<file path="src/sv/ppcenc_pkg.sv">
`timescale 1ns / 1ps
// ----------------------------------------------------------------------------
// ppcenc_pkg
// Shared types, codes and field builders for the PowerPC64 encoder.
// ----------------------------------------------------------------------------
package ppcenc_pkg;

   typedef enum logic [2:0] {
      ERR_OK        = 3'd0,
      ERR_ADDRESS   = 3'd1,
      ERR_ARGUMENT  = 3'd2,
      ERR_TOO_LARGE = 3'd3,
      ERR_ALIGN     = 3'd4,
      ERR_UNKNOWN   = 3'd5
   } err_type;

   typedef enum logic [1:0] {
      EXP_ONE    = 2'd0,
      EXP_LOADIMM = 2'd1,
      EXP_PROLOG = 2'd2,
      EXP_EPILOG = 2'd3
   } exp_type;

   localparam logic [6:0] CMD_LOADIMM = 7'd6;
   localparam logic [6:0] CMD_PROLOG  = 7'd103;
   localparam logic [6:0] CMD_EPILOG  = 7'd104;
   localparam logic [6:0] CMD_LAST    = 7'd104;

   localparam int QDEPTH = 2;
   localparam int QAW    = 1;

   // classified request handed from front to back
   typedef struct packed {
      logic [31:0] word;
      err_type     err;
      exp_type     kind;
      logic [4:0]  rd;
      logic [63:0] imm;
      logic [15:0] frame;
   } job_type;

   typedef struct packed {
      logic [31:0] word;
      err_type     err;
      logic        last;
   } beat_type;

   function automatic logic [31:0] dform(input logic [5:0] op, input logic [4:0] d,
                                         input logic [4:0] a, input logic [15:0] lo);
      dform = {op, d, a, lo};
   endfunction

   function automatic logic [31:0] xform(input logic [5:0] op, input logic [4:0] d,
                                         input logic [4:0] a, input logic [4:0] b,
                                         input logic [9:0] xo);
      xform = {op, d, a, b, xo, 1'b0};
   endfunction

   function automatic logic [31:0] mdform(input logic [4:0] rs, input logic [4:0] ra,
                                          input logic [7:0] sh, input logic [7:0] mb,
                                          input logic [3:0] kind);
      mdform = {6'd30, rs, ra, sh[4:0], mb[4:0], mb[5], 3'b000, sh[5], 1'b0}
               | {28'd0, kind};
   endfunction

   function automatic logic [31:0] mform(input logic [5:0] op, input logic [4:0] rs,
                                         input logic [4:0] ra, input logic [7:0] sh,
                                         input logic [7:0] mb, input logic [7:0] me);
      mform = {op, rs, ra, sh[4:0], mb[4:0], me[4:0], 1'b0};
   endfunction

endpackage

</file>
<file path="src/sv/ppc64_instruction_encoder.sv">
`timescale 1ns / 1ps
// ----------------------------------------------------------------------------
// ppc64_instruction_encoder
// PowerPC64 assembler request encoder with APB register port.
// ----------------------------------------------------------------------------
// Path from push to first word: decode queue, then output register.
// Throughput: one word per cycle while every beat is popped; single-word requests
// at one per cycle, loadImm64/prolog/epilog expand to 5/3/4 words each.
// Reset: synchronous; queue and output empty, little_endian 1, min frame 32.
module ppc64_instruction_encoder (
   input  logic               clock,
   input  logic               reset,
   input  logic               req_push,
   output logic               req_full,
   input  logic [6:0]         req_cmd,
   input  logic [4:0]         req_reg_d,
   input  logic [4:0]         req_reg_a,
   input  logic [4:0]         req_reg_b,
   input  logic [63:0]        req_imm,
   input  logic signed [31:0] req_offset,
   input  logic [7:0]         req_shift,
   input  logic [7:0]         req_mask_begin,
   input  logic [7:0]         req_mask_end,
   input  logic               req_base_en,
   input  logic               req_index_en,
   output logic               rsp_empty,
   input  logic               rsp_pop,
   output logic [31:0]        rsp_word_bytes,
   output logic [2:0]         rsp_error,
   output logic               rsp_last,
   input  logic               csr_psel,
   input  logic               csr_penable,
   input  logic               csr_pwrite,
   input  logic [2:0]         csr_paddr,
   input  logic [31:0]        csr_pwdata,
   output logic [31:0]        csr_prdata,
   output logic               csr_pready
);
   import ppcenc_pkg::*;

   logic        le_ff, le_in;
   logic [14:0] mf_ff, mf_in;
   job_type     fjob, qjob;
   job_type     q_ff [QDEPTH];
   logic [QAW-1:0] wp_ff, wp_in, rp_ff, rp_in;
   logic [QAW:0]   cnt_ff, cnt_in;
   logic        push, take, wr;
   beat_type    beat;
   logic        bvalid;

   assign csr_pready = 1'b1;
   assign wr = csr_psel && csr_penable && csr_pwrite;

   always_comb begin
      le_in = le_ff;
      mf_in = mf_ff;
      if (wr && csr_paddr == 3'd0) le_in = csr_pwdata[0];
      if (wr && csr_paddr == 3'd4) mf_in = csr_pwdata[14:0];
      case (csr_paddr)
         3'd0:    csr_prdata = {31'd0, le_ff};
         3'd4:    csr_prdata = {17'd0, mf_ff};
         default: csr_prdata = '0;
      endcase
   end

   ppcenc_front u_front (
      .cmd(req_cmd), .reg_d(req_reg_d), .reg_a(req_reg_a), .reg_b(req_reg_b),
      .imm(req_imm), .offset(req_offset), .shift(req_shift),
      .mask_begin(req_mask_begin), .mask_end(req_mask_end),
      .base_en(req_base_en), .index_en(req_index_en),
      .min_frame(mf_ff), .job(fjob)
   );

   assign req_full = (cnt_ff == QDEPTH[QAW:0]);
   assign push = req_push && !req_full;
   assign qjob = q_ff[rp_ff];

   always_comb begin
      wp_in = push ? wp_ff + 1'b1 : wp_ff;
      rp_in = take ? rp_ff + 1'b1 : rp_ff;
      cnt_in = cnt_ff + {{QAW{1'b0}}, push} - {{QAW{1'b0}}, take};
   end

   always_ff @(posedge clock) begin
      if (reset) begin
         le_ff  <= 1'b1;
         mf_ff  <= 15'd32;
         wp_ff  <= '0;
         rp_ff  <= '0;
         cnt_ff <= '0;
      end else begin
         le_ff  <= le_in;
         mf_ff  <= mf_in;
         wp_ff  <= wp_in;
         rp_ff  <= rp_in;
         cnt_ff <= cnt_in;
      end
      if (push) q_ff[wp_ff] <= fjob;
   end

   ppcenc_back u_back (
      .clock(clock), .reset(reset), .job(qjob), .job_valid(cnt_ff != '0),
      .job_take(take), .little_endian(le_ff), .beat(beat), .beat_valid(bvalid),
      .beat_take(rsp_pop)
   );

   assign rsp_empty = !bvalid;
   assign rsp_word_bytes = beat.word;
   assign rsp_error = beat.err;
   assign rsp_last = beat.last;

endmodule

</file>
<file path="src/sv/ppcenc_front.sv">
`timescale 1ns / 1ps
// ----------------------------------------------------------------------------
// ppcenc_front
// Decodes one request into a base word or an expansion job, with checks.
// ----------------------------------------------------------------------------
module ppcenc_front (
   input  logic [6:0]                 cmd,
   input  logic [4:0]                 reg_d,
   input  logic [4:0]                 reg_a,
   input  logic [4:0]                 reg_b,
   input  logic [63:0]                imm,
   input  logic signed [31:0]         offset,
   input  logic [7:0]                 shift,
   input  logic [7:0]                 mask_begin,
   input  logic [7:0]                 mask_end,
   input  logic                       base_en,
   input  logic                       index_en,
   input  logic [14:0]                min_frame,
   output ppcenc_pkg::job_type        job
);
   import ppcenc_pkg::*;

   logic [4:0]  d, a, b;
   logic [15:0] i16, u16;
   logic [7:0]  sh, mb, me;
   logic        off16, dok, dok4, xok;
   logic [31:0] w;
   err_type     e;

   always_comb begin
      d = reg_d; a = reg_a; b = reg_b;
      i16 = imm[15:0]; u16 = offset[15:0];
      sh = shift; mb = mask_begin; me = mask_end;
      off16 = (offset >= -32'sd32768) && (offset <= 32'sd32767);
      dok  = base_en && !index_en && off16;
      dok4 = dok && (offset[1:0] == 2'b00);
      xok  = base_en && index_en;
      w = '0; e = ERR_OK;
      job.kind = EXP_ONE;
      case (cmd)
         7'd0: w = dform(6'd14, d, 5'd0, i16);
         7'd1: w = dform(6'd14, d, a, i16);
         7'd2: w = dform(6'd15, d, a, i16);
         7'd3: w = dform(6'd24, d, a, i16);
         7'd4: w = dform(6'd25, d, a, i16);
         7'd5: w = (sh == 8'd0) ? xform(6'd31, d, a, d, 10'd444)
                                : mdform(d, a, sh, 8'd63 - sh, 4'd4);
         7'd6: job.kind = EXP_LOADIMM;
         7'd7:  w = xform(6'd31, d, a, b, 10'd266);
         7'd8:  w = xform(6'd31, d, a, b, 10'd10);
         7'd9:  w = xform(6'd31, d, a, 5'd0, 10'd202);
         7'd10: w = xform(6'd31, d, a, 5'd0, 10'd234);
         7'd11: w = xform(6'd31, d, a, b, 10'd40);
         7'd12: w = xform(6'd31, d, a, b, 10'd8);
         7'd13: w = xform(6'd31, d, a, 5'd0, 10'd200);
         7'd14: w = xform(6'd31, d, a, 5'd0, 10'd232);
         7'd15: w = xform(6'd31, d, a, 5'd0, 10'd104);
         7'd16: w = xform(6'd31, d, a, b, 10'd28);
         7'd17: w = xform(6'd31, d, a, b, 10'd444);
         7'd18: w = xform(6'd31, d, a, b, 10'd316);
         7'd19: w = xform(6'd31, d, a, b, 10'd27);
         7'd20: w = xform(6'd31, d, a, b, 10'd539);
         7'd21: w = xform(6'd31, d, a, b, 10'd794);
         7'd22: w = xform(6'd31, d, a, 5'd0, 10'd986);
         7'd23: w = xform(6'd31, d, a, 5'd0, 10'd954);
         7'd24: w = xform(6'd31, d, a, 5'd0, 10'd922);
         7'd25: w = xform(6'd31, d, a, b, 10'd233);
         7'd26: w = xform(6'd31, d, a, b, 10'd235);
         7'd27: w = xform(6'd31, d, a, b, 10'd9);
         7'd28: w = xform(6'd31, d, a, b, 10'd73);
         7'd29: w = xform(6'd31, d, a, b, 10'd75);
         7'd30: w = xform(6'd31, d, a, b, 10'd11);
         7'd31: w = dform(6'd7, d, a, i16);
         7'd32: w = xform(6'd31, d, a, b, 10'd489);
         7'd33: w = xform(6'd31, d, a, b, 10'd491);
         7'd34: w = xform(6'd31, d, a, b, 10'd457);
         7'd35: w = xform(6'd31, d, a, b, 10'd459);
         7'd36: w = xform(6'd31, d, a, sh[4:0], 10'd824);
         7'd37: w = mdform(d, a, 8'd64 - sh, sh, 4'd0);
         7'd38: w = dform(6'd28, d, a, i16);
         7'd39: w = dform(6'd29, d, a, i16);
         7'd40: w = dform(6'd26, d, a, i16);
         7'd41: w = dform(6'd27, d, a, i16);
         7'd42: w = xform(6'd31, 5'd1, a, b, 10'd0);
         7'd43: w = xform(6'd31, 5'd1, a, b, 10'd32);
         7'd44: w = dform(6'd11, 5'd1, a, i16);
         7'd45, 7'd46, 7'd47, 7'd48, 7'd49, 7'd50: begin
            case (cmd)
               7'd45:   w = {6'd16, 5'd12, 5'd2, 16'd0};
               7'd46:   w = {6'd16, 5'd4, 5'd2, 16'd0};
               7'd47:   w = {6'd16, 5'd12, 5'd0, 16'd0};
               7'd48:   w = {6'd16, 5'd4, 5'd0, 16'd0};
               7'd49:   w = {6'd16, 5'd12, 5'd1, 16'd0};
               default: w = {6'd16, 5'd4, 5'd1, 16'd0};
            endcase
            w[15:2] = offset[15:2];
            if (offset[1:0] != 2'b00) e = ERR_ALIGN;
            else if (!off16) e = ERR_TOO_LARGE;
         end
         7'd51: begin
            w = {6'd18, offset[25:2], 2'b00};
            if (offset[1:0] != 2'b00) e = ERR_ALIGN;
            else if (offset < -32'sd33554432 || offset > 32'sd33554431) e = ERR_TOO_LARGE;
         end
         7'd52: w = xform(6'd31, d, 5'd9, 5'd0, 10'd467);
         7'd53: w = xform(6'd19, 5'd20, 5'd0, 5'd0, 10'd528) | 32'd1;
         7'd54: w = xform(6'd19, 5'd20, 5'd0, 5'd0, 10'd528);
         7'd55: w = xform(6'd31, d, 5'd8, 5'd0, 10'd339);
         7'd56: w = xform(6'd31, d, 5'd8, 5'd0, 10'd467);
         7'd57: w = xform(6'd19, 5'd20, 5'd0, 5'd0, 10'd16);
         7'd58: w = 32'h6000_0000;
         7'd59: begin w = dform(6'd58, d, a, u16); if (!dok4) e = ERR_ADDRESS; end
         7'd60: begin w = dform(6'd62, d, a, u16); if (!dok4) e = ERR_ADDRESS; end
         7'd61: begin w = dform(6'd62, d, a, u16) | 32'd1; if (!dok4) e = ERR_ADDRESS; end
         7'd62: begin w = dform(6'd32, d, a, u16); if (!dok) e = ERR_ADDRESS; end
         7'd63: begin w = dform(6'd36, d, a, u16); if (!dok) e = ERR_ADDRESS; end
         7'd64: begin w = dform(6'd34, d, a, u16); if (!dok) e = ERR_ADDRESS; end
         7'd65: begin w = dform(6'd38, d, a, u16); if (!dok) e = ERR_ADDRESS; end
         7'd66: begin w = dform(6'd40, d, a, u16); if (!dok) e = ERR_ADDRESS; end
         7'd67: begin w = dform(6'd44, d, a, u16); if (!dok) e = ERR_ADDRESS; end
         7'd68: begin w = dform(6'd35, d, a, u16); if (!dok) e = ERR_ADDRESS; end
         7'd69: begin w = dform(6'd39, d, a, u16); if (!dok) e = ERR_ADDRESS; end
         7'd70: begin w = dform(6'd41, d, a, u16); if (!dok) e = ERR_ADDRESS; end
         7'd71: begin w = dform(6'd42, d, a, u16); if (!dok) e = ERR_ADDRESS; end
         7'd72: begin w = dform(6'd43, d, a, u16); if (!dok) e = ERR_ADDRESS; end
         7'd73: begin w = dform(6'd45, d, a, u16); if (!dok) e = ERR_ADDRESS; end
         7'd74: begin w = dform(6'd33, d, a, u16); if (!dok) e = ERR_ADDRESS; end
         7'd75: begin w = dform(6'd37, d, a, u16); if (!dok) e = ERR_ADDRESS; end
         7'd76: begin w = dform(6'd58, d, a, u16) | 32'd2; if (!dok4) e = ERR_ADDRESS; end
         7'd77: begin w = dform(6'd58, d, a, u16) | 32'd1; if (!dok4) e = ERR_ADDRESS; end
         7'd78: begin w = xform(6'd31, d, a, b, 10'd20); if (!xok) e = ERR_ADDRESS; end
         7'd79: begin w = xform(6'd31, d, a, b, 10'd84); if (!xok) e = ERR_ADDRESS; end
         7'd80: begin
            w = xform(6'd31, d, a, b, 10'd150) | 32'd1; if (!xok) e = ERR_ADDRESS;
         end
         7'd81: begin
            w = xform(6'd31, d, a, b, 10'd214) | 32'd1; if (!xok) e = ERR_ADDRESS;
         end
         7'd82: w = mdform(d, a, sh, mb, 4'd0);
         7'd83: w = mdform(d, a, sh, mb, 4'd4);
         7'd84: w = mdform(d, a, sh, mb, 4'd8);
         7'd85: w = mdform(d, a, sh, mb, 4'd12);
         7'd86: w = mform(6'd21, d, a, sh, mb, me);
         7'd87: w = mform(6'd20, d, a, sh, mb, me);
         7'd88: w = mdform(d, a, 8'd0, sh, 4'd0);
         7'd89: w = mdform(d, a, 8'd0, 8'd63 - sh, 4'd4);
         7'd90: w = mdform(d, a, sh, 8'd0, 4'd0);
         7'd91: w = mdform(d, a, 8'd64 - sh, 8'd0, 4'd0);
         7'd92: w = mdform(d, a, mb, sh - 8'd1, 4'd4);
         7'd93: w = mdform(d, a, mb + sh, 8'd64 - sh, 4'd0);
         7'd94: w = mdform(d, a, 8'd64 - (mb + sh), mb, 4'd12);
         7'd95:  w = xform(6'd31, 5'd0, 5'd0, 5'd0, 10'd598);
         7'd96:  w = xform(6'd31, 5'd1, 5'd0, 5'd0, 10'd598);
         7'd97:  w = xform(6'd19, 5'd0, 5'd0, 5'd0, 10'd150);
         7'd98:  w = xform(6'd31, 5'd0, 5'd0, 5'd0, 10'd854);
         7'd99:  w = xform(6'd31, d, a, 5'd0, 10'd26);
         7'd100: w = xform(6'd31, d, a, 5'd0, 10'd58);
         7'd101: w = xform(6'd31, d, a, 5'd0, 10'd570);
         7'd102: w = xform(6'd31, d, a, 5'd0, 10'd506);
         7'd103, 7'd104: begin
            if (offset < $signed({17'd0, min_frame}) || offset[3:0] != 4'd0
                || offset > 32'sd32764) e = ERR_ARGUMENT;
            else job.kind = (cmd == CMD_PROLOG) ? EXP_PROLOG : EXP_EPILOG;
         end
         default: e = ERR_UNKNOWN;
      endcase
      if (e != ERR_OK) begin
         w = '0;
         job.kind = EXP_ONE;
      end
      job.word  = w;
      job.err   = e;
      job.rd    = d;
      job.imm   = imm;
      job.frame = offset[15:0];
   end

endmodule

</file>
<file path="src/sv/ppcenc_back.sv">
`timescale 1ns / 1ps
// ----------------------------------------------------------------------------
// ppcenc_back
// Sequences expansion words of a job and orders the bytes of each beat.
// ----------------------------------------------------------------------------
module ppcenc_back (
   input  logic                  clock,
   input  logic                  reset,
   input  ppcenc_pkg::job_type   job,
   input  logic                  job_valid,
   output logic                  job_take,
   input  logic                  little_endian,
   output ppcenc_pkg::beat_type  beat,
   output logic                  beat_valid,
   input  logic                  beat_take
);
   import ppcenc_pkg::*;

   logic [2:0]  step_ff, step_in;
   logic [31:0] w;
   logic        last;
   logic        hold_ff, hold_in;
   beat_type    beat_ff, beat_in;
   logic        adv;
   logic [4:0]  d;

   always_comb begin
      d = job.rd;
      w = job.word;
      last = 1'b1;
      case (job.kind)
         EXP_LOADIMM: begin
            case (step_ff)
               3'd0: w = dform(6'd15, d, 5'd0, job.imm[63:48]);
               3'd1: w = dform(6'd24, d, d, job.imm[47:32]);
               3'd2: w = mdform(d, d, 8'd32, 8'd31, 4'd4);
               3'd3: w = dform(6'd25, d, d, job.imm[31:16]);
               default: w = dform(6'd24, d, d, job.imm[15:0]);
            endcase
            last = (step_ff == 3'd4);
         end
         EXP_PROLOG: begin
            case (step_ff)
               3'd0: w = xform(6'd31, 5'd0, 5'd8, 5'd0, 10'd339);
               3'd1: w = dform(6'd62, 5'd0, 5'd1, 16'd16);
               default: w = dform(6'd62, 5'd1, 5'd1, 16'd0 - job.frame) | 32'd1;
            endcase
            last = (step_ff == 3'd2);
         end
         EXP_EPILOG: begin
            case (step_ff)
               3'd0: w = dform(6'd14, 5'd1, 5'd1, job.frame);
               3'd1: w = dform(6'd58, 5'd0, 5'd1, 16'd16);
               3'd2: w = xform(6'd31, 5'd0, 5'd8, 5'd0, 10'd467);
               default: w = xform(6'd19, 5'd20, 5'd0, 5'd0, 10'd16);
            endcase
            last = (step_ff == 3'd3);
         end
         default: last = 1'b1;
      endcase
      adv = job_valid && (!hold_ff || beat_take);
      job_take = adv && last;
      step_in = step_ff;
      if (adv) step_in = last ? 3'd0 : step_ff + 3'd1;
      hold_in = hold_ff;
      beat_in = beat_ff;
      if (hold_ff && beat_take) hold_in = 1'b0;
      if (adv) begin
         hold_in = 1'b1;
         beat_in.word = little_endian ? w : {w[7:0], w[15:8], w[23:16], w[31:24]};
         beat_in.err  = job.err;
         beat_in.last = last;
      end
   end

   always_ff @(posedge clock) begin
      if (reset) begin
         step_ff <= 3'd0;
         hold_ff <= 1'b0;
      end else begin
         step_ff <= step_in;
         hold_ff <= hold_in;
      end
      beat_ff <= beat_in;
   end

   assign beat = beat_ff;
   assign beat_valid = hold_ff;

endmodule

</file>
<file path="config.mk">
export PLATFORM = sky130hd
export DESIGN_NAME = ppc64_instruction_encoder
export DESIGN_NICKNAME = d
export VERILOG_FILES = /design/src/sv/ppcenc_pkg.sv /design/src/sv/ppc64_instruction_encoder.sv /design/src/sv/ppcenc_front.sv /design/src/sv/ppcenc_back.sv
export SDC_FILE = /design/constraint.sdc
export NUM_CORES = 1
export LEC_CHECK = 0
export BUFFER_PORTS_ARGS = -buffer_cell sky130_fd_sc_hd__buf_2
export CAP_MARGIN = 0
export CORE_UTILIZATION = 30
export CTS_CLUSTER_SIZE = 25
export DETAILED_ROUTE_END_ITERATION = 10
export PLACE_DENSITY_LB_ADDON = 0.15
export SETUP_SLACK_MARGIN = 0.4
export SLEW_MARGIN = 20
export SYNTH_ARGS = -nofsm -noshare
export SYNTH_HDL_FRONTEND = slang
export SYNTH_SLANG_ARGS = --single-unit
</file>
<file path="constraint.sdc">
create_clock -name clock -period 16.05 [get_ports clock]
set_input_delay 2.4075 -clock clock [delete_from_list [all_inputs] [get_ports clock]]
set_output_delay 2.4075 -clock clock [all_outputs]
set_load 0.02 [all_outputs]
</file>
==> results of run 1 <==
[kinds of logic after synthesis]
logic type               after synthesis
XOR/XNOR                              37
AO/OA/AOI/OAI                        468
flip-flops                           305
AND/OR/NAND/NOR                      481
multiplexers                          96
adder cells (fa/ha/maj)               30
buffers and inverters                167
other                                  2
[per-layer routing]
layer  global-route usage, %  vias up  wire, um
met3                    1.88      113      3170
met5                       0        -         0
met4                    7.91        0      2450
met1                    29.8     7055     28400
li1                        -     6472         -
met2                    37.1      505     31200
[sequential cells by signal, indices dropped and copies added (netlist names), named ones only]
signal / cells
u_back.beat: 36
cnt_ff: 2
wp_ff: 1
mf_ff: 15
u_back.step_ff: 3
le_ff: 1
rp_ff: 1
q_ff: 244
u_back.beat_valid: 1
[placed cells by master, fill, tap and decap left out, types with 18 or more instances in the layout]
| cell type | n |
|---|---|
| edfxtp_1 | 280 |
| buf_2 | 216 |
| nand2_1 | 145 |
| nor2_1 | 110 |
| a21oi_1 | 103 |
| o21ai_0 | 84 |
| mux2i_1 | 69 |
| nor3_1 | 44 |
| nand3_1 | 41 |
| buf_4 | 32 |
| inv_1 | 31 |
| a221oi_1 | 30 |
| clkbuf_16 | 30 |
| ha_1 | 29 |
| mux2_2 | 27 |
| a22oi_1 | 27 |
| o22ai_1 | 26 |
| dfxtp_1 | 24 |
| and2_1 | 21 |
| a222oi_1 | 21 |
| nor2b_1 | 20 |
| xnor2_1 | 20 |
| nand2b_1 | 19 |
| a31oi_1 | 18 |
| conb_1 | 18 |
[worst max-delay path, delay by kind of cell]
kind	cells	cell delay, ns
and+or+nand+nor	4	1.40
buffers and inverters	3	1.52
AOI/OAI and AO/OA	2	0.83
[worst paths after layout]
check | slack (ns) | startpoint | cells after the start | to
max | 10.12 | req_cmd[2] | 9 | q_ff[0][118]
min | 0.47 | mf_ff[11] | 2 | mf_ff[11]
max reg2reg | 11.60 | flop | 8 | u_back.beat[15]
min reg2reg | 0.47 | mf_ff[11] | 2 | mf_ff[11]
[per-stage QoR]
stage	setup slack [ns]	hold WS, ns	utilization [%]	area, sq um
2_1_floorplan	7.88	0.445	-	17100
3_3_place_gp	9.73	0.466	33.7	18700
3_5_place_dp	9.73	0.465	33.7	18700
4_1_cts	9.73	0.474	35.7	19800
5_1_grt	9.97	0.497	35.8	19900
6_report	10.12	0.474	35.8	19900
[power by group through the flow]
stage          logic, mW  clock network (mW)  registers (mW)
5_1_grt             1.21               0.841            1.16
4_1_cts             1.13               0.812            1.15
2_1_floorplan      0.671                   0            1.20
3_5_place_dp        1.12                   0            1.17
3_3_place_gp        1.12                   0            1.16
6_report            1.12               0.794            1.15
[layout make-up]
class	instances	share of cell area (%)
Sequential cell	305	44.9
Tap cell	748	4.71
Inverter	37	0.699
Clock buffer	32	3.82
Timing Repair Buffer	249	6.79
Clock inverter	24	1.84
Multi-Input combinational cell	1130	37.3
==> results.md, run 1 <==
- Status: finished clean
- Slowest-stage cell, CP: a41oi_1
- Fill count: 5659
- Fin. Hold Viols: 0
- Async set or reset register ratio after synthesis: 0%
- Largest net degree at the start of global routing: 77
- Crit path time final: 5.93 ns
- Area contributors post-synth: edfxtp_1 (49%), mux2i_1 (4.1%), nand2_1 (3.2%), a21oi_1 (3.0%), dfxtp_1 (2.9%)
- Final period util: 37.0%
- Multi-input gate area: 7410 sq um
- Xor/xnor share of the synthesized area: 1.91%
- TNS Setup: 0 ns
- Top cell type's share of synthesized area: 49.4%
- Syn-to-layout area delta: 16.8%
- Unique masters post-synth: 80
- Hold-fix buffers, CTS: 0
- TritonRoute pass-1 iters: 8
- Post-synthesis adder-cell area fraction: 2.25%
- Syn Inst Count: 1586
- Worst slew pin tran: 1.06 ns
- DR vias: 14100
- Clock slew at the register clock pins of the worst setup and hold paths: 0.07 ns
- Post-CTS Resized: 0
- Ys Warns: 0
- Max_cap viols: 0
- Max frequency: 169 MHz
- Peak supply drop: 0.0000896 V
- Die Wd: 240 um
- Cell Int Power: 1.92 mW
- Mux cell area share after synthesis: 5.85%
- Share of power burned in registers: 37.4%
- Largest family of logic cells by synthesized area: compound AO/OA/AOI/OAI gates
- First-pass GRT wire length: 93400 um
- Tot GR Track Use: 22.1%
- NetSw: 1.14 mW
- Register Area: 8910 sq um
- Synth Flop Type: edfxtp_1
- Most common library cells after synthesis: edfxtp_1 (280), nand2_1 (145), nor2_1 (112)
- Die area: 57700 sq um
- Synth Register Bits: 305
- Post-synth EDFFs: 280
- Slowest cell delay on critical path: 0.68 ns
- Most frequent cell after synthesis: edfxtp_1
- Switching share of power: 37.2%
- CTS Sinks: 305
- Initial Utilization: 30.6%
- Number of global-route vias before repair: 13500
- N_diodes: 0
- Simple logic cell fraction of the synthesized area: 13.9%
- CP startpoint kind: input pin
- Layout Cells excl Fill: 2525
- Dpl cells: 2468
- IO Port Bufs: 216
- CTS tree: done
- Sequential fraction of the synthesis area: 52.4%
- IO Count: 257
- Post CTS Setup Buffer Count: 0
- Leakage: 6.96 nW
- Layout Nets: 1969
- DRC Markers: 0
- Vias per cell: 5.60
- Crit path max fanout: 38
- Hold WC Path Type: reg -> reg
- Critical path arrival: 6.23 ns
- Die Y: 240 um
- H-tree depth: 1
- Avg Inst Size Synth: 10.7 sq um
- Clk root buf: clkbuf_16
- Cell Chain, Critical Path: buf_2, buf_4, clkinv_1, nor2_1, a222oi_1, and3_1, nand4b_1, nand4_4, a41oi_1
- Total CTS buffers: 30
- Core area: 55500 sq um
- Total power: 3.06 mW
- Grt ovf: 0
- RSZ-0062 raised after global routing: false
- Antenna Violating Nets Remaining: 0
- Share of cells above drive strength 1: 19.7%
- Worst-case clock buffer depth: 3
- Drt initial violations: 1217
- Worst rel slew slack: 29.3%
- Top cell type by total area after synthesis: edfxtp_1
- CP Class: in -> reg
- Pwr/cell area: 154 nW/um^2
- Gpl congestion: 0.949
- Synth Area in Compound Gates: 19.1%
- Initial antenna violation count: 0
- Mapped Area: 17000 sq um
- Clk_skew: 0.0121 ns
- Final setup vio count: 0
- # rows: 86
- DRT Wirelength: 65200 um
- Setup crit end kind: flop
- Comb pwr share: 36.6%
- Avg WL per Cell: 25.8 um
- HPWL Detailed: 47600 um
- WP data required: 16.35 ns
- Clk Latency, worst-skew pair: 0.58 ns
- Max-slew violation count: 0
- Clock Power Share: 25.9%
(Power assumes the default switching activity.)
==> run 2: changes to the inputs <==
--- a/config.mk
+++ b/config.mk
@@ -5,6 +5,7 @@
 export SDC_FILE = /design/constraint.sdc
 export NUM_CORES = 1
 export LEC_CHECK = 0
+export ABC_AREA = 1
 export BUFFER_PORTS_ARGS = -buffer_cell sky130_fd_sc_hd__buf_2
 export CAP_MARGIN = 0
 export CORE_UTILIZATION = 30
==> constraint.sdc (replaced) <==
create_clock -name clock -period 5.65 [get_ports clock]
set_input_delay 0.8475 -clock clock [delete_from_list [all_inputs] [get_ports clock]]
set_output_delay 0.8475 -clock clock [all_outputs]
set_load 0.02 [all_outputs]
==> results.md, run 2 <==
- Status: finished clean
- Initial antenna violation count: 6 (+6)
- Area contributors post-synth: edfxtp_1 (40%), nand2_1 (11%), nor2_1 (10%), a21oi_1 (9.9%), o21ai_0 (3.8%)
- Total CTS buffers: 29 (-3.3%)
- # rows: 96 (+12%)
- Final period util: 64.8%
- Post-synthesis adder-cell area fraction: 1.83% (-0.42 points)
- Xor/xnor share of the synthesized area: 0.336% (-1.6 points)
- Final core utilization: 34.6% (-1.2 points)
- Async set or reset register ratio after synthesis: 0% (unchanged)
- Mapped Area: 20900 sq um (+23%)
- Setup slack at placement: 1.57 ns (-8.16 ns)
- Worst Setup SP: u_back.step_ff[0]
- WP data required: 5.94 ns (-10.41 ns)
- Post-synth EDFFs: 280 (unchanged)
- Synth Flop Type: edfxtp_1
- HPWL Detailed: 68900 um (+45%)
- CP Class: reg -> reg
- CP delay by family, top: simple AND/OR/NAND/NOR gates
- Register Area: 8910 sq um (unchanged)
- Post CTS Setup Buffer Count: 0 (unchanged)
- Tot GR Track Use: 25.2% (+3.1 points)
- Pwr/cell area: 352 nW/um^2 (+130%)
- Crit path time final: 3.66 ns
- Clock slew at the register clock pins of the worst setup and hold paths: 0.07 ns (about the same)
- Most frequent cells in the layout: nand2_1 (637), nor2_1 (578), a21oi_1 (411)
- Commonest non-fill, non-tap cell in the layout: nand2_1
- Fin area: 23700 sq um (+19%)
- Crit path max fanout: 10 (-74%)
- Avg Inst Size Synth: 7.17 sq um (-33%)
- Number of global-route vias before repair: 19700 (+46%)
- Vias per cell: 5.30 (-5.3%)
- Share of cells above drive strength 1: 11.5% (-8.2 points)
- Biggest register: q_ff
- Syn-to-layout area delta: 13.8%
- Antenna Violating Nets Remaining: 0 (unchanged)
- Syn Inst Count: 2911 (+84%)
- FF-to-FF End: u_back.beat[29]
- Peak supply drop: 0.000250 V (+180%)
- RSZ-0062 raised after global routing: false
- Largest family of logic cells by synthesized area: simple AND/OR/NAND/NOR gates
- Layout Cells excl Fill: 4002 (+58%)
- Synth Register Bits: 305 (unchanged)
- Hold-fix buffers, CTS: 0 (unchanged)
- Die area: 70600 sq um (+23%)
- Multi-input gate area: 10700 sq um (+44%)
- Worst slew pin tran: 1.15 ns (+0.0855 ns)
- Synth Area in Compound Gates: 17.5% (-1.6 points)
- Leakage: 9.80 nW (+41%)
- Simple logic cell fraction of the synthesized area: 30.8% (+17 points)
- Fill count: 7475 (+32%)
- DRC Markers: 0 (unchanged)
- Worst path bufs/invs: 1 (-2)
- Max_cap viols: 0 (unchanged)
- Layout Nets: 3260 (+66%)
- Slowest-stage cell, CP: nor2_1
- Most common library cells after synthesis: nand2_1 (637), nor2_1 (580), a21oi_1 (412)
- Unique masters post-synth: 53 (-34%)
- Clk Latency, worst-skew pair: 0.56 ns (-0.02 ns)
- Hold WC Path Type: reg -> reg
- Critical path arrival: 3.95 ns (-2.28 ns)
- Cell Chain, Critical Path: ha_1, ha_1, clkinv_1, nand2_1, nor2_2, nor2_1, o2111ai_1, nand3_1, nand4_1, nand2_1, nand2_1
- CP startpoint kind: flop
- Max reg flops: 244 (unchanged)
- Setup ws final: 1.99 ns (-8.13 ns)
- First-pass GRT wire length: 133000 um (+42%)
- TritonRoute pass-1 iters: 5 (-3)
- Mux cell area share after synthesis: 0.0959% (-5.8 points)
- H-tree depth: 1 (unchanged)
- Avg WL per Cell: 23.1 um (-11%)
- Die Y: 266 um (+11%)
- Top cell type's share of synthesized area: 40.3% (-9.1 points)
- Worst rel slew slack: 23.2% (-6.2 points)
- Initial Utilization: 30.4% (-0.26 points)
- Stages on the worst setup path: 11 (+2)
- Gpl congestion: 0.994 (+4.8%)
- Most used cell, CP: nand2_1
- Die Wd: 266 um (+11%)
- CTS Sinks: 305 (unchanged)
- Final setup vio count: 0 (unchanged)
- IO Count: 257 (unchanged)
- Slowest cell delay on critical path: 0.56 ns (-0.12 ns)
- Hold_sp: rp_ff
- Sequential fraction of the synthesis area: 42.7% (-9.7 points)
- Core area: 68700 sq um (+24%)
- DRT Wirelength: 92300 um (+42%)
- Ys Warns: 0 (unchanged)
- Post-CTS Resized: 0 (unchanged)
- Most frequent cell after synthesis: nand2_1
- Reg2reg start: u_back.step_ff[0]
- Max-slew violation count: 0 (unchanged)
- Fin. Hold Viols: 0 (unchanged)
- Clk_skew: 0.0249 ns (+0.0128 ns)
- Clk root buf: clkbuf_16
- Grt ovf: 0 (unchanged)
- Min-Delay Path Depth: 1 (-1)
- Largest net degree at the start of global routing: 123 (+60%)
- Drt initial violations: 1988 (+63%)
- Reg2reg setup slack: 1.99 ns (-9.61 ns)
- FF-to-FF path depth: 11 (+3)
- Dpl cells: 3944 (+60%)
- Setup crit end kind: flop
- Cell Area, Placed: 22800 sq um (+22%)
- Max frequency: 273 MHz
- CTS tree: done
- Hold WS: 0.450 ns (-0.0239 ns)
- IO Port Bufs: 216 (unchanged)
- Worst-case clock buffer depth: 3 (unchanged)
- Crit path capture: u_back.beat[29]
- DR vias: 21200 (+50%)
- Top cell type by total area after synthesis: edfxtp_1
-- run 2: cell types whose count changed after synthesis, sizes merged, moves of 56 or more --
cell	change
nor2	+475
inv	+122
o21ai	+76
clkbuf	+56
nand4	+70
a21oi	+310
nand2	+495
nand3	+115
mux2i	-67
-- run 2: final cells by class --
type	instances	share of cell area, %
Timing Repair Buffer	253	5.83
Inverter	171	2.71
Antenna cell	5	0.0527
Tap cell	931	4.91
Sequential cell	305	37.5
Clock inverter	24	0.970
Clock buffer	29	3.06
Multi-Input combinational cell	2284	44.9
-- run 2: kinds of logic (layout without fill, tap and decap cells) --
logic type / count (synthesis) / in the layout
fa+ha+maj: 30 / 30
buf+inv: 338 / 477
simple gates: 1549 / 1549
xor+xnor: 8 / 8
mux: 2 / 2
other cells: 2 / 23
compound gates: 677 / 677
flops: 305 / 305
-- run 2: report_power, final --
group / total (mW) / internal (mW) / switching, mW
Sequential: 3.18 / 3.05 / 0.134
Clock: 1.97 / 1.12 / 0.846
Combinational: 3.21 / 0.821 / 2.39
Total: 8.36 / 4.99 / 3.37
-- run 2: worst min path at each step --
| stage | to |
|---|---|
| global placement | flop |
| floorplan | flop |
| finish | flop |
| global route | q_ff[1][61] |
| CTS | flop |
| detailed placement | flop |
-- run 2: per-stage QoR --
stage	power (mW)	TNS, ns
final	8.36	0
after global routing	8.83	0
after CTS	8.43	0
after detailed placement	6.45	0
after global placement	6.43	0
after floorplan	5.19	-262.25
-- run 2: layer usage --
layer / global-route usage, % / up-vias / routed length [um] / share of wire (%)
li1: - / 10200 / - / -
met3: 2.40 / 135 / 5370 / 5.8
met1: 32.3 / 10000 / 38900 / 42
met2: 43.9 / 880 / 44600 / 48
met5: 0 / - / 0 / 0
met4: 8.99 / 0 / 3470 / 3.8
-- run 2: worst reg2reg max path, cell delays in order, from the launching register on --
cell,delay (ns)
dfxtp_1,0.42
ha_1,0.18
ha_1,0.45
clkinv_1,0.53
nand2_1,0.25
nor2_2,0.13
nor2_1,0.56
o2111ai_1,0.32
nand3_1,0.18
nand4_1,0.21
nand2_1,0.13
nand2_1,0.07
